**config.mk**
```make
export PLATFORM = sky130hd
export DESIGN_NAME = bitmap_set_engine_core
export DESIGN_NICKNAME = d
export VERILOG_FILES = /design/src/bset_pkg.sv /design/src/bset_ram.sv /design/src/bset_word_unit.sv /design/src/bitmap_set_engine_core.sv
export VERILOG_INCLUDE_DIRS = /design/src /design/src/src
export SDC_FILE = /design/constraint.sdc
export NUM_CORES = 1
export LEC_CHECK = 0
export ABC_AREA = 1
export BUFFER_PORTS_ARGS = -buffer_cell sky130_fd_sc_hd__buf_2
export CORE_MARGIN = 2
export CORE_UTILIZATION = 50
export CTS_CLUSTER_DIAMETER = 30
export DETAILED_ROUTE_END_ITERATION = 12
export PLACE_DENSITY = 0.67
export SLEW_MARGIN = 15
export SYNTH_ARGS = -nofsm -noshare
export SYNTH_HDL_FRONTEND = slang
export SYNTH_SLANG_ARGS = --single-unit
export TNS_END_PERCENT = 20
```
**constraint.sdc**
```tcl
create_clock -name clk_i -period 16.6 [get_ports clk_i]
set_clock_uncertainty 0.2 [all_clocks]
set_input_delay 2.49 -clock clk_i [delete_from_list [all_inputs] [get_ports clk_i]]
set_output_delay 2.49 -clock clk_i [all_outputs]
set_load 0.02 [all_outputs]
```
**src/bitmap_set_engine_core_assert.svh**
```systemverilog
// Assertion macros for the bitmap set engine.
`ifndef BITMAP_SET_ENGINE_CORE_ASSERT_SVH
`define BITMAP_SET_ENGINE_CORE_ASSERT_SVH

// Same-cycle implication, checked on every rising clock edge outside reset.
`define BSET_ASSERT_NOW(label, pre, post, msg) \
  label: assert property (@(posedge clk_i) disable iff (!rst_ni) (pre) |-> (post)) \
    else $error(msg);

// Next-cycle implication, checked on every rising clock edge outside reset.
`define BSET_ASSERT_NEXT(label, pre, post, msg) \
  label: assert property (@(posedge clk_i) disable iff (!rst_ni) (pre) |=> (post)) \
    else $error(msg);

`endif

```
**src/bset_pkg.sv**
```systemverilog
package bset_pkg;

  localparam int unsigned WORD_W = 32;
  localparam int unsigned BIT_W  = 5;

  typedef logic [WORD_W-1:0] word_t;

  typedef enum logic [3:0] {
    K_INSERT  = 4'd0,
    K_REMOVE  = 4'd1,
    K_TEST    = 4'd2,
    K_COUNT   = 4'd3,
    K_NEXT    = 4'd4,
    K_AND     = 4'd5,
    K_OR      = 4'd6,
    K_ANDNOT  = 4'd7,
    K_COMPARE = 4'd8
  } kind_e;

  typedef enum logic [1:0] {
    WU_AND  = 2'd0,
    WU_OR   = 2'd1,
    WU_ANDN = 2'd2,
    WU_PASS = 2'd3
  } wu_op_e;

  typedef enum logic [5:0] {
    ST_CLEAR  = 6'b000001,
    ST_IDLE   = 6'b000010,
    ST_LOOKUP = 6'b000100,
    ST_APPLY  = 6'b001000,
    ST_SCAN   = 6'b010000,
    ST_FINISH = 6'b100000
  } state_e;

  // Word unit results.
  typedef struct packed {
    word_t            word;
    logic [5:0]       pop;
    logic [BIT_W-1:0] first_idx;
    logic             any;
    logic             a_not_b;
    logic             b_not_a;
    logic             overlap;
  } wu_res_t;

  // One result item.
  typedef struct packed {
    logic        is_member;
    logic        found;
    logic [9:0]  element_out;
    logic [10:0] member_count;
    word_t       result_word;
    logic        a_not_b;
    logic        b_not_a;
    logic        overlap;
    logic        out_of_range;
  } result_t;

endpackage

```
**src/bset_ram.sv**
```systemverilog
module bset_ram #(
  parameter int unsigned WIDTH = 32,
  parameter int unsigned DEPTH = 32,
  localparam int unsigned AW = (DEPTH > 1) ? $clog2(DEPTH) : 1
) (
  input  logic             clk_i,
  input  logic             we_i,
  input  logic [AW-1:0]    waddr_i,
  input  logic [WIDTH-1:0] wdata_i,
  input  logic [AW-1:0]    raddr_i,
  output logic [WIDTH-1:0] rdata_o
);

  logic [WIDTH-1:0] mem_q [DEPTH];
  logic [WIDTH-1:0] rdata_q;

  always_ff @(posedge clk_i) begin
    if (we_i) begin
      mem_q[waddr_i] <= wdata_i;
    end
    rdata_q <= mem_q[raddr_i];
  end

  assign rdata_o = rdata_q;

endmodule

```
**src/bset_word_unit.sv**
```systemverilog
module bset_word_unit (
  input  bset_pkg::word_t   a_i,
  input  bset_pkg::word_t   b_i,
  input  bset_pkg::wu_op_e  op_i,
  output bset_pkg::wu_res_t res_o
);

  bset_pkg::word_t w;
  bset_pkg::word_t p1;
  bset_pkg::word_t p2;
  bset_pkg::word_t p3;
  logic [7:0]      byte_sum;
  logic [bset_pkg::BIT_W-1:0] first;

  always_comb begin
    unique case (op_i)
      bset_pkg::WU_AND:  w = a_i & b_i;
      bset_pkg::WU_OR:   w = a_i | b_i;
      bset_pkg::WU_ANDN: w = a_i & ~b_i;
      bset_pkg::WU_PASS: w = a_i;
      default:           w = a_i;
    endcase
  end

  // Population count, pairwise then nibble then byte sums.
  assign p1 = w - ((w >> 1) & 32'h5555_5555);
  assign p2 = (p1 & 32'h3333_3333) + ((p1 >> 2) & 32'h3333_3333);
  assign p3 = (p2 + (p2 >> 4)) & 32'h0F0F_0F0F;
  assign byte_sum = p3[7:0] + p3[15:8] + p3[23:16] + p3[31:24];

  // Lowest set bit; zero when the word is empty.
  always_comb begin
    first = '0;
    for (int i = bset_pkg::WORD_W - 1; i >= 0; i--) begin
      if (w[i]) begin
        first = bset_pkg::BIT_W'(i);
      end
    end
  end

  always_comb begin
    res_o.word      = w;
    res_o.pop       = byte_sum[5:0];
    res_o.first_idx = first;
    res_o.any       = |w;
    res_o.a_not_b   = |(a_i & ~b_i);
    res_o.b_not_a   = |(b_i & ~a_i);
    res_o.overlap   = |(a_i & b_i);
  end

endmodule

```
**src/bitmap_set_engine_core.sv**
```systemverilog
// Bitmap set engine: holds a set of the integers 0 .. WORDS*32-1 as WORDS words of 32 bits in
// a single-port-read RAM and executes one operation per input item: insert, remove, test,
// population count, next member at or after an element, and word-wise AND, OR, AND-NOT and
// compare against a word of another set (flags a_not_b, b_not_a, overlap). Every item
// returns exactly one result item. After reset the engine sweeps the RAM to zero, one word
// per cycle, with in_stall_o high. Items are handled one at a time and in_stall_o is low
// only while the engine is idle; a finished result waits in the output register without
// blocking the next item. Insert, remove, test and the word operations, when in range, pass
// through RAM read, apply and write back, and hand-off, and the next item is taken once the
// sequencer is back in idle. Count and next member walk the bitmap one word per cycle
// through the RAM read port and the shared word unit (popcount, lowest-bit search, merge
// logic); next member starts at the word of its element and stops at the first hit.
`include "bitmap_set_engine_core_assert.svh"

module bitmap_set_engine_core #(
  parameter int unsigned WORDS = 32
) (
  input  logic        clk_i,
  input  logic        rst_ni,
  input  logic        in_valid_i,
  output logic        in_stall_o,
  input  logic [3:0]  kind_i,
  input  logic [9:0]  element_i,
  input  logic [4:0]  word_index_i,
  input  logic [31:0] operand_word_i,
  output logic        out_valid_o,
  input  logic        out_stall_i,
  output logic        is_member_o,
  output logic        found_o,
  output logic [9:0]  element_out_o,
  output logic [10:0] member_count_o,
  output logic [31:0] result_word_o,
  output logic        a_not_b_o,
  output logic        b_not_a_o,
  output logic        overlap_o,
  output logic        out_of_range_o
);

  localparam int unsigned AW       = (WORDS > 1) ? $clog2(WORDS) : 1;
  localparam int unsigned CAPACITY = WORDS * bset_pkg::WORD_W;
  localparam logic [AW-1:0] LAST   = AW'(WORDS - 1);

  // Sequencer and item registers.
  bset_pkg::state_e  state_q, state_d;
  logic [3:0]        kind_q, kind_d;
  logic [9:0]        elem_q, elem_d;
  bset_pkg::word_t   opw_q, opw_d;
  logic [AW-1:0]     addr_q, addr_d;
  logic [AW-1:0]     pend_addr_q, pend_addr_d;
  logic              issue_q, issue_d;
  logic              pend_q, pend_d;
  logic              first_q, first_d;

  // Result under assembly and the output register.
  bset_pkg::result_t st_q, st_d;
  bset_pkg::result_t out_q, out_d;
  logic              out_valid_q, out_valid_d;

  // RAM and word unit hookup.
  logic              ram_we;
  logic [AW-1:0]     ram_waddr;
  bset_pkg::word_t   ram_wdata;
  logic [AW-1:0]     ram_raddr;
  bset_pkg::word_t   ram_rdata;
  bset_pkg::wu_op_e  wu_op;
  bset_pkg::word_t   wu_b;
  bset_pkg::wu_res_t wu_res;

  bset_pkg::word_t   bit_mask;
  logic [11:0]       count_sum;

  bset_ram #(
    .WIDTH (bset_pkg::WORD_W),
    .DEPTH (WORDS)
  ) u_bitmap (
    .clk_i   (clk_i),
    .we_i    (ram_we),
    .waddr_i (ram_waddr),
    .wdata_i (ram_wdata),
    .raddr_i (ram_raddr),
    .rdata_o (ram_rdata)
  );

  bset_word_unit u_wu (
    .a_i   (ram_rdata),
    .b_i   (wu_b),
    .op_i  (wu_op),
    .res_o (wu_res)
  );

  assign bit_mask  = bset_pkg::word_t'(1) << elem_q[4:0];
  assign count_sum = {1'b0, st_q.member_count} + 12'(wu_res.pop);

  always_comb begin
    state_d     = state_q;
    kind_d      = kind_q;
    elem_d      = elem_q;
    opw_d       = opw_q;
    addr_d      = addr_q;
    pend_addr_d = pend_addr_q;
    issue_d     = issue_q;
    pend_d      = pend_q;
    first_d     = first_q;
    st_d        = st_q;
    out_d       = out_q;
    // Drop the held result once the consumer takes it.
    out_valid_d = out_valid_q && out_stall_i;

    ram_we    = 1'b0;
    ram_waddr = addr_q;
    ram_wdata = '0;
    ram_raddr = addr_q;
    wu_op     = bset_pkg::WU_AND;
    wu_b      = '1;

    unique case (state_q)
      bset_pkg::ST_CLEAR: begin
        // Zero one word per cycle after reset.
        ram_we = 1'b1;
        addr_d = addr_q + 1'b1;
        if (addr_q == LAST) begin
          state_d = bset_pkg::ST_IDLE;
        end
      end

      bset_pkg::ST_IDLE: begin
        if (in_valid_i) begin
          kind_d  = kind_i;
          elem_d  = element_i;
          opw_d   = operand_word_i;
          st_d    = '0;
          issue_d = 1'b1;
          pend_d  = 1'b0;
          first_d = 1'b1;
          case (kind_i) inside
            bset_pkg::K_INSERT, bset_pkg::K_REMOVE, bset_pkg::K_TEST: begin
              if (32'(element_i) < CAPACITY) begin
                addr_d  = AW'(element_i[9:5]);
                state_d = bset_pkg::ST_LOOKUP;
              end else begin
                // Insert beyond capacity is flagged; remove and test read as clear.
                st_d.out_of_range = (kind_i == bset_pkg::K_INSERT);
                state_d           = bset_pkg::ST_FINISH;
              end
            end
            bset_pkg::K_COUNT: begin
              addr_d  = '0;
              state_d = bset_pkg::ST_SCAN;
            end
            bset_pkg::K_NEXT: begin
              if (32'(element_i[9:5]) < WORDS) begin
                addr_d  = AW'(element_i[9:5]);
                state_d = bset_pkg::ST_SCAN;
              end else begin
                state_d = bset_pkg::ST_FINISH;
              end
            end
            bset_pkg::K_AND, bset_pkg::K_OR, bset_pkg::K_ANDNOT, bset_pkg::K_COMPARE: begin
              if (32'(word_index_i) < WORDS) begin
                addr_d  = AW'(word_index_i);
                state_d = bset_pkg::ST_LOOKUP;
              end else begin
                // Missing word reads as zero: only b_not_a can be set.
                st_d.out_of_range = 1'b1;
                st_d.b_not_a      = |operand_word_i;
                state_d           = bset_pkg::ST_FINISH;
              end
            end
            default: begin
              state_d = bset_pkg::ST_FINISH;
            end
          endcase
        end
      end

      bset_pkg::ST_LOOKUP: begin
        state_d = bset_pkg::ST_APPLY;
      end

      bset_pkg::ST_APPLY: begin
        case (kind_q) inside
          bset_pkg::K_INSERT: begin
            wu_op     = bset_pkg::WU_OR;
            wu_b      = bit_mask;
            ram_we    = 1'b1;
            ram_wdata = wu_res.word;
          end
          bset_pkg::K_REMOVE: begin
            wu_op     = bset_pkg::WU_ANDN;
            wu_b      = bit_mask;
            ram_we    = 1'b1;
            ram_wdata = wu_res.word;
          end
          bset_pkg::K_TEST: begin
            wu_op          = bset_pkg::WU_AND;
            wu_b           = bit_mask;
            st_d.is_member = wu_res.any;
          end
          bset_pkg::K_AND, bset_pkg::K_OR, bset_pkg::K_ANDNOT, bset_pkg::K_COMPARE: begin
            case (kind_q)
              bset_pkg::K_AND:    wu_op = bset_pkg::WU_AND;
              bset_pkg::K_OR:     wu_op = bset_pkg::WU_OR;
              bset_pkg::K_ANDNOT: wu_op = bset_pkg::WU_ANDN;
              default:            wu_op = bset_pkg::WU_PASS;
            endcase
            wu_b             = opw_q;
            ram_we           = 1'b1;
            ram_wdata        = wu_res.word;
            st_d.result_word = wu_res.word;
            st_d.a_not_b     = wu_res.a_not_b;
            st_d.b_not_a     = wu_res.b_not_a;
            st_d.overlap     = wu_res.overlap;
          end
          default: begin
          end
        endcase
        state_d = bset_pkg::ST_FINISH;
      end

      bset_pkg::ST_SCAN: begin
        // Issue one read per cycle and consume the word read the cycle before.
        if (first_q && (kind_q == bset_pkg::K_NEXT)) begin
          wu_b = bset_pkg::word_t'('1) << elem_q[4:0];
        end
        if (issue_q) begin
          addr_d      = addr_q + 1'b1;
          pend_addr_d = addr_q;
          issue_d     = (addr_q != LAST);
        end
        pend_d  = issue_q;
        first_d = first_q && !pend_q;
        if (pend_q) begin
          if (kind_q == bset_pkg::K_COUNT) begin
            st_d.member_count = count_sum[11] ? '1 : count_sum[10:0];
          end else if (wu_res.any) begin
            st_d.found       = 1'b1;
            st_d.element_out = 10'((32'(pend_addr_q) << bset_pkg::BIT_W)
                                   | 32'(wu_res.first_idx));
            state_d          = bset_pkg::ST_FINISH;
          end
        end
        if (!issue_q && !pend_q) begin
          state_d = bset_pkg::ST_FINISH;
        end
      end

      bset_pkg::ST_FINISH: begin
        // Hold until the output register is free.
        if (!out_valid_q || !out_stall_i) begin
          out_d       = st_q;
          out_valid_d = 1'b1;
          state_d     = bset_pkg::ST_IDLE;
        end
      end

      default: begin
        state_d = bset_pkg::ST_IDLE;
      end
    endcase
  end

  always_ff @(posedge clk_i or negedge rst_ni) begin
    if (!rst_ni) begin
      state_q     <= bset_pkg::ST_CLEAR;
      addr_q      <= '0;
      issue_q     <= 1'b0;
      pend_q      <= 1'b0;
      first_q     <= 1'b0;
      out_valid_q <= 1'b0;
    end else begin
      state_q     <= state_d;
      addr_q      <= addr_d;
      issue_q     <= issue_d;
      pend_q      <= pend_d;
      first_q     <= first_d;
      out_valid_q <= out_valid_d;
    end
  end

  always_ff @(posedge clk_i) begin
    kind_q      <= kind_d;
    elem_q      <= elem_d;
    opw_q       <= opw_d;
    pend_addr_q <= pend_addr_d;
    st_q        <= st_d;
    out_q       <= out_d;
  end

  assign in_stall_o     = (state_q != bset_pkg::ST_IDLE);
  assign out_valid_o    = out_valid_q;
  assign is_member_o    = out_q.is_member;
  assign found_o        = out_q.found;
  assign element_out_o  = out_q.element_out;
  assign member_count_o = out_q.member_count;
  assign result_word_o  = out_q.result_word;
  assign a_not_b_o      = out_q.a_not_b;
  assign b_not_a_o      = out_q.b_not_a;
  assign overlap_o      = out_q.overlap;
  assign out_of_range_o = out_q.out_of_range;

  // An accepted item always moves the sequencer out of idle.
  `BSET_ASSERT_NEXT(a_accept_leaves_idle, in_valid_i && !in_stall_o, state_q != bset_pkg::ST_IDLE, "item accepted but sequencer stayed idle")
  // The bitmap is written only by the clearing sweep or the apply step.
  `BSET_ASSERT_NOW(a_write_phase, ram_we, state_q == bset_pkg::ST_CLEAR || state_q == bset_pkg::ST_APPLY, "bitmap written outside clear or apply")
  // A new result appears only out of the hand-off state.
  `BSET_ASSERT_NOW(a_result_source, $rose(out_valid_q), $past(state_q == bset_pkg::ST_FINISH), "result raised without hand-off")

endmodule
```
==> impl_metrics.prom <==
# TYPE chip_impl_metric gauge
chip_impl_metric{name="portBuffers",unit=""} 114
chip_impl_info{name="cts_tree",value="yes"} 1
chip_impl_info{name="synth_top_family_by_area",value="compound AO/OA/AOI/OAI gates"} 1
chip_impl_metric{name="finalCritPeriodShare",unit="%"} 61.0
chip_impl_metric{name="post_synth_inst_count",unit=""} 4189
chip_impl_metric{name="antenna_found_initial",unit=""} 3
chip_impl_metric{name="sink_count_of_the_clock_tree",unit=""} 1233
chip_impl_metric{name="antenna_left",unit=""} 0
chip_impl_metric{name="gp_routability_congestion",unit=""} 0.952
chip_impl_info{name="r2r-start",value="state_q[0]"} 1
chip_impl_metric{name="synthesized_area_fraction_occupied_by_ao_oa_aoi_and_oai_cells",unit="%"} 13.8
chip_impl_info{name="synth_top_cells_by_area",value="sky130_fd_sc_hd__edfxtp_1 68%, sky130_fd_sc_hd__o21ai_0 5.4%, sky130_fd_sc_hd__nor2_1 4.9%, sky130_fd_sc_hd__o22ai_1 3.4%, sky130_fd_sc_hd__ha_1 2.1%"} 1
chip_impl_metric{name="detail_route.first_pass.iterations",unit=""} 5
chip_impl_metric{name="crit_path_largest_cell_delay",unit="ns"} 0.84
chip_impl_metric{name="syn2layout_area_growth",unit="%"} 18.6
chip_impl_metric{name="buffer_count_from_post_cts_setup_fixing",unit=""} 0
chip_impl_metric{name="core-area",unit="µm²"} 104000
chip_impl_metric{name="cts_htree_levels",unit=""} 4
chip_impl_metric{name="r2r.worst_path.cells",unit=""} 47
chip_impl_metric{name="drive_gt1_share",unit="%"} 16.3
chip_impl_metric{name="worstPathBufferInverterCount",unit=""} 11
chip_impl_metric{name="post-route-drc-count",unit=""} 0
chip_impl_metric{name="chipHeight",unit="µm"} 328
chip_impl_metric{name="wire_per_inst",unit="µm"} 25.8
chip_impl_metric{name="mappedNetlistArea",unit="µm²"} 52400
chip_impl_metric{name="synth.yosys.seq_area_share",unit="%"} 69.9
chip_impl_info{name="path_class",value="flip-flop to flip-flop"} 1
chip_impl_metric{name="maxSlewViolCount",unit=""} 0
chip_impl_metric{name="grt_use_total",unit="%"} 28.3
chip_impl_info{name="cts-root-buf",value="sky130_fd_sc_hd__clkbuf_16"} 1
chip_impl_metric{name="synth.ff_latch_count",unit=""} 1233
chip_impl_info{name="setup.worst_path.start",value="state_q[0]"} 1
chip_impl_metric{name="finish.net_count",unit=""} 4539
chip_impl_metric{name="clkTransAtPathRegs",unit="ns"} 0.05
chip_impl_metric{name="number_of_rows_created_at_floorplan",unit=""} 118
chip_impl_metric{name="yosys_warnings",unit=""} 0
chip_impl_metric{name="arithmetic_cell_share_of_the_synthesized_area_counting_full_adders_half_adders_and_majority_gates",unit="%"} 2.80
chip_impl_metric{name="initial_utilization",unit="%"} 50.5
chip_impl_metric{name="synth_mux_area_share",unit="%"} 0
chip_impl_metric{name="num-fill-cells",unit=""} 8036
chip_impl_info{name="timing.critical_path.mode_cell",value="sky130_fd_sc_hd__inv_1"} 1
chip_impl_metric{name="tns",unit="ns"} 0
chip_impl_metric{name="reg2reg_slack",unit="ns"} 6.48
chip_impl_metric{name="grt_first_pass_wirelength",unit="µm"} 224000
chip_impl_metric{name="drv_cap",unit=""} 0
chip_impl_info{name="synth_largest_area_cell",value="sky130_fd_sc_hd__edfxtp_1"} 1
chip_impl_metric{name="final_global_route_overflow_total",unit=""} 0
chip_impl_info{name="startpoint_type",value="flip-flop"} 1
chip_impl_metric{name="grt_max_degree",unit=""} 198
chip_impl_metric{name="half_perimeter_wire_length_after_placement",unit="µm"} 85800
chip_impl_info{name="critPathCapture",value="st_q[37]"} 1
chip_impl_metric{name="synth_area_per_cell",unit="µm²"} 12.5
chip_impl_info{name="unrepaired_setup_endpoints_after_global_routing",value="no"} 1
chip_impl_metric{name="cts-hold-fix-buffers",unit=""} 0
chip_impl_metric{name="post_synth_edffs",unit=""} 1186
chip_impl_metric{name="max_slew_margin",unit="%"} 18.9
chip_impl_metric{name="finalHoldViolCount",unit=""} 0
chip_impl_metric{name="ys_async_rst_share",unit="%"} 1.22
chip_impl_metric{name="maximum_fanout_along_the_worst_path",unit=""} 72
chip_impl_metric{name="timing.critical_path.required",unit="ns"} 17.07
chip_impl_metric{name="crit_cells",unit=""} 47
chip_impl_metric{name="cts_buffer_depth",unit=""} 3
chip_impl_info{name="cpMaxStageDelayCell",value="sky130_fd_sc_hd__buf_4"} 1
chip_impl_metric{name="cp.arrival",unit="ns"} 10.59
chip_impl_metric{name="syn-num-nets",unit=""} 4350
chip_impl_metric{name="whs_path_depth",unit=""} 0
chip_impl_metric{name="worstMarginPinSlew",unit="ns"} 1.20
chip_impl_metric{name="avgViaCountPerCell",unit=""} 6.06
chip_impl_metric{name="netlist-cell-type-count",unit=""} 79
chip_impl_info{name="outcome",value="complete, no violations"} 1
chip_impl_info{name="setup.worst_path.end_class",value="flip-flop"} 1
chip_impl_metric{name="num_io_pins",unit=""} 116
chip_impl_metric{name="setup_violations",unit=""} 0
chip_impl_metric{name="routed-via-count",unit=""} 36025
chip_impl_metric{name="hold_slack",unit="ns"} 0.200
chip_impl_info{name="synth-main-ff-cell",value="sky130_fd_sc_hd__edfxtp_1"} 1
chip_impl_metric{name="die_area",unit="µm²"} 107000
chip_impl_metric{name="area_share_of_and_or_nand_nor_cells_after_synthesis",unit="%"} 9.24
chip_impl_metric{name="synthXorXnorAreaFrac",unit="%"} 0.686
chip_impl_metric{name="number_of_buffers_added_by_the_clock_tree_synthesis_step",unit=""} 210
chip_impl_metric{name="wl",unit="µm"} 153000
chip_impl_metric{name="fp.dieW",unit="µm"} 328
chip_impl_info{name="r2r_end",value="st_q[37]"} 1
chip_impl_metric{name="synth_top_area_share",unit="%"} 68.0
chip_impl_info{name="worst_path_dominant_cell_family",value="adder cells"} 1
chip_impl_metric{name="clk-insertion-delay-late",unit="ns"} 0.81
chip_impl_metric{name="max_freq",unit="MHz"} 98.8
chip_impl_metric{name="fin_crit",unit="ns"} 10.12
chip_impl_info{name="hold_path_class",value="flip-flop to flip-flop"} 1
chip_impl_metric{name="cts.repair.resized",unit=""} 0
chip_impl_metric{name="first_global_vias",unit=""} 34092
chip_impl_metric{name="initialDrtViolationCount",unit=""} 4451
-- cells in the mapped netlist (12+ instances only) --
cell                          n
sky130_fd_sc_hd__edfxtp_1  1186
sky130_fd_sc_hd__nor2_1     682
sky130_fd_sc_hd__o21ai_0    568
sky130_fd_sc_hd__o22ai_1    285
sky130_fd_sc_hd__nand2_1    282
sky130_fd_sc_hd__inv_1      211
sky130_fd_sc_hd__clkbuf_1   202
sky130_fd_sc_hd__ha_1        87
sky130_fd_sc_hd__a221oi_1    70
sky130_fd_sc_hd__a22o_1      61
sky130_fd_sc_hd__a21oi_1     55
sky130_fd_sc_hd__nand3_1     53
sky130_fd_sc_hd__nor3_1      51
sky130_fd_sc_hd__xor2_1      36
sky130_fd_sc_hd__dfxtp_1     32
sky130_fd_sc_hd__o211ai_1    25
sky130_fd_sc_hd__inv_2       23
sky130_fd_sc_hd__fa_1        19
sky130_fd_sc_hd__nor2_2      16
sky130_fd_sc_hd__nand2_2     15
sky130_fd_sc_hd__buf_2       14
sky130_fd_sc_hd__dfrtp_1     14
sky130_fd_sc_hd__nor4_1      14
sky130_fd_sc_hd__nand4_1     12
sky130_fd_sc_hd__o21bai_1    12
-- cells in the final DEF, fill, tap and decap left out, types with 34 or more instances in the layout --
cell type	count
sky130_fd_sc_hd__a21oi_1	53
sky130_fd_sc_hd__a221oi_1	70
sky130_fd_sc_hd__a22o_1	61
sky130_fd_sc_hd__buf_2	114
sky130_fd_sc_hd__buf_4	97
sky130_fd_sc_hd__clkbuf_16	210
sky130_fd_sc_hd__clkinv_2	34
sky130_fd_sc_hd__edfxtp_1	1186
sky130_fd_sc_hd__ha_1	87
sky130_fd_sc_hd__inv_1	207
sky130_fd_sc_hd__nand2_1	282
sky130_fd_sc_hd__nand3_1	53
sky130_fd_sc_hd__nor2_1	646
sky130_fd_sc_hd__nor2_4	43
sky130_fd_sc_hd__nor3_2	35
sky130_fd_sc_hd__o21ai_0	566
sky130_fd_sc_hd__o22ai_1	285
sky130_fd_sc_hd__xor2_1	36
-- state kept, by name (all words and copies together), names as in the netlist --
name              cells
addr_q                5
overlap_o             1
out_valid_o           1
u_bitmap.rdata_o     32
pend_addr_q           5
kind_q                4
opw_q                32
elem_q                5
is_member_o           1
pend_q                1
result_word_o        32
issue_q               1
found_o               1
st_q                 58
member_count_o       11
first_q               1
b_not_a_o             1
a_not_b_o             1
element_out_o        10
state_q               6
u_bitmap.mem_q     1024
-- layout make-up --
cell class | instances | area [µm²] | area share (%)
repair buffers | 212 | 1320 | 2.12
well taps | 1380 | 1730 | 2.78
multi-input cells | 2484 | 14300 | 23.1
clock buffers | 229 | 5340 | 8.59
inverters | 237 | 911 | 1.47
clock inverters | 165 | 1860 | 2.99
flip-flops and latches | 1233 | 36600 | 59.0
diodes | 1 | 2.50 | 0.00403
-- stage by stage --
stage               utilization, %  std cells  worst slack [ns]  instance area [µm²]
detailed placement            53.0       5546              6.59                54900
floorplan                        -       4189              8.61                52400
CTS                           59.9       5940              6.52                62100
finish                        59.9       5941              6.48                62100
global route                  59.9       5940              5.81                62100
global placement              53.0       5546              6.69                54900
-- cells by family (layout without fill, tap and decap cells) --
logic type                 Yosys count  in the layout
and+or+nand+nor                   1160           1160
buffers and inverters              472            843
other                                1              2
AOI/OAI and AO/OA                 1176           1176
xor gates and xnor gates            41             41
adders and majority gates          106            106
DFF                               1233           1233
-- worst min-delay path by stage --
stage | from | endpoint | slack [ns]
6_report | st_q[11] | result_word_o[7] | 0.20
3_3_place_gp | st_q[5] | result_word_o[1] | 0.20
5_1_grt | st_q[11] | result_word_o[7] | 0.20
4_1_cts | st_q[11] | result_word_o[7] | 0.20
3_5_place_dp | st_q[6] | result_word_o[2] | 0.20
2_1_floorplan | st_q[3] | a_not_b_o | 0.20
-- worst register-to-register path: cells and delay by family, from the launching register on --
family	cells	cell delay, ns
AO/OA/AOI/OAI	12	2.48
adder cells (fa/ha/maj)	8	2.98
buffers and inverters	11	2.01
flip-flops	1	0.56
XOR/XNOR	1	0.15
AND/OR/NAND/NOR	15	1.60
-- layer usage --
metal | up-vias | global-route usage (%) | wire length, µm
met5 | - | 0 | 0
met4 | 0 | 12.2 | 6380
met3 | 347 | 5.26 | 14400
met2 | 1987 | 45.5 | 73100
met1 | 17720 | 38.0 | 59400
li1 | 15971 | - | -
Power is left out: the tool's default activity adds up to more than one toggle a clock period on the data nets, which glitch-free logic cannot reach.
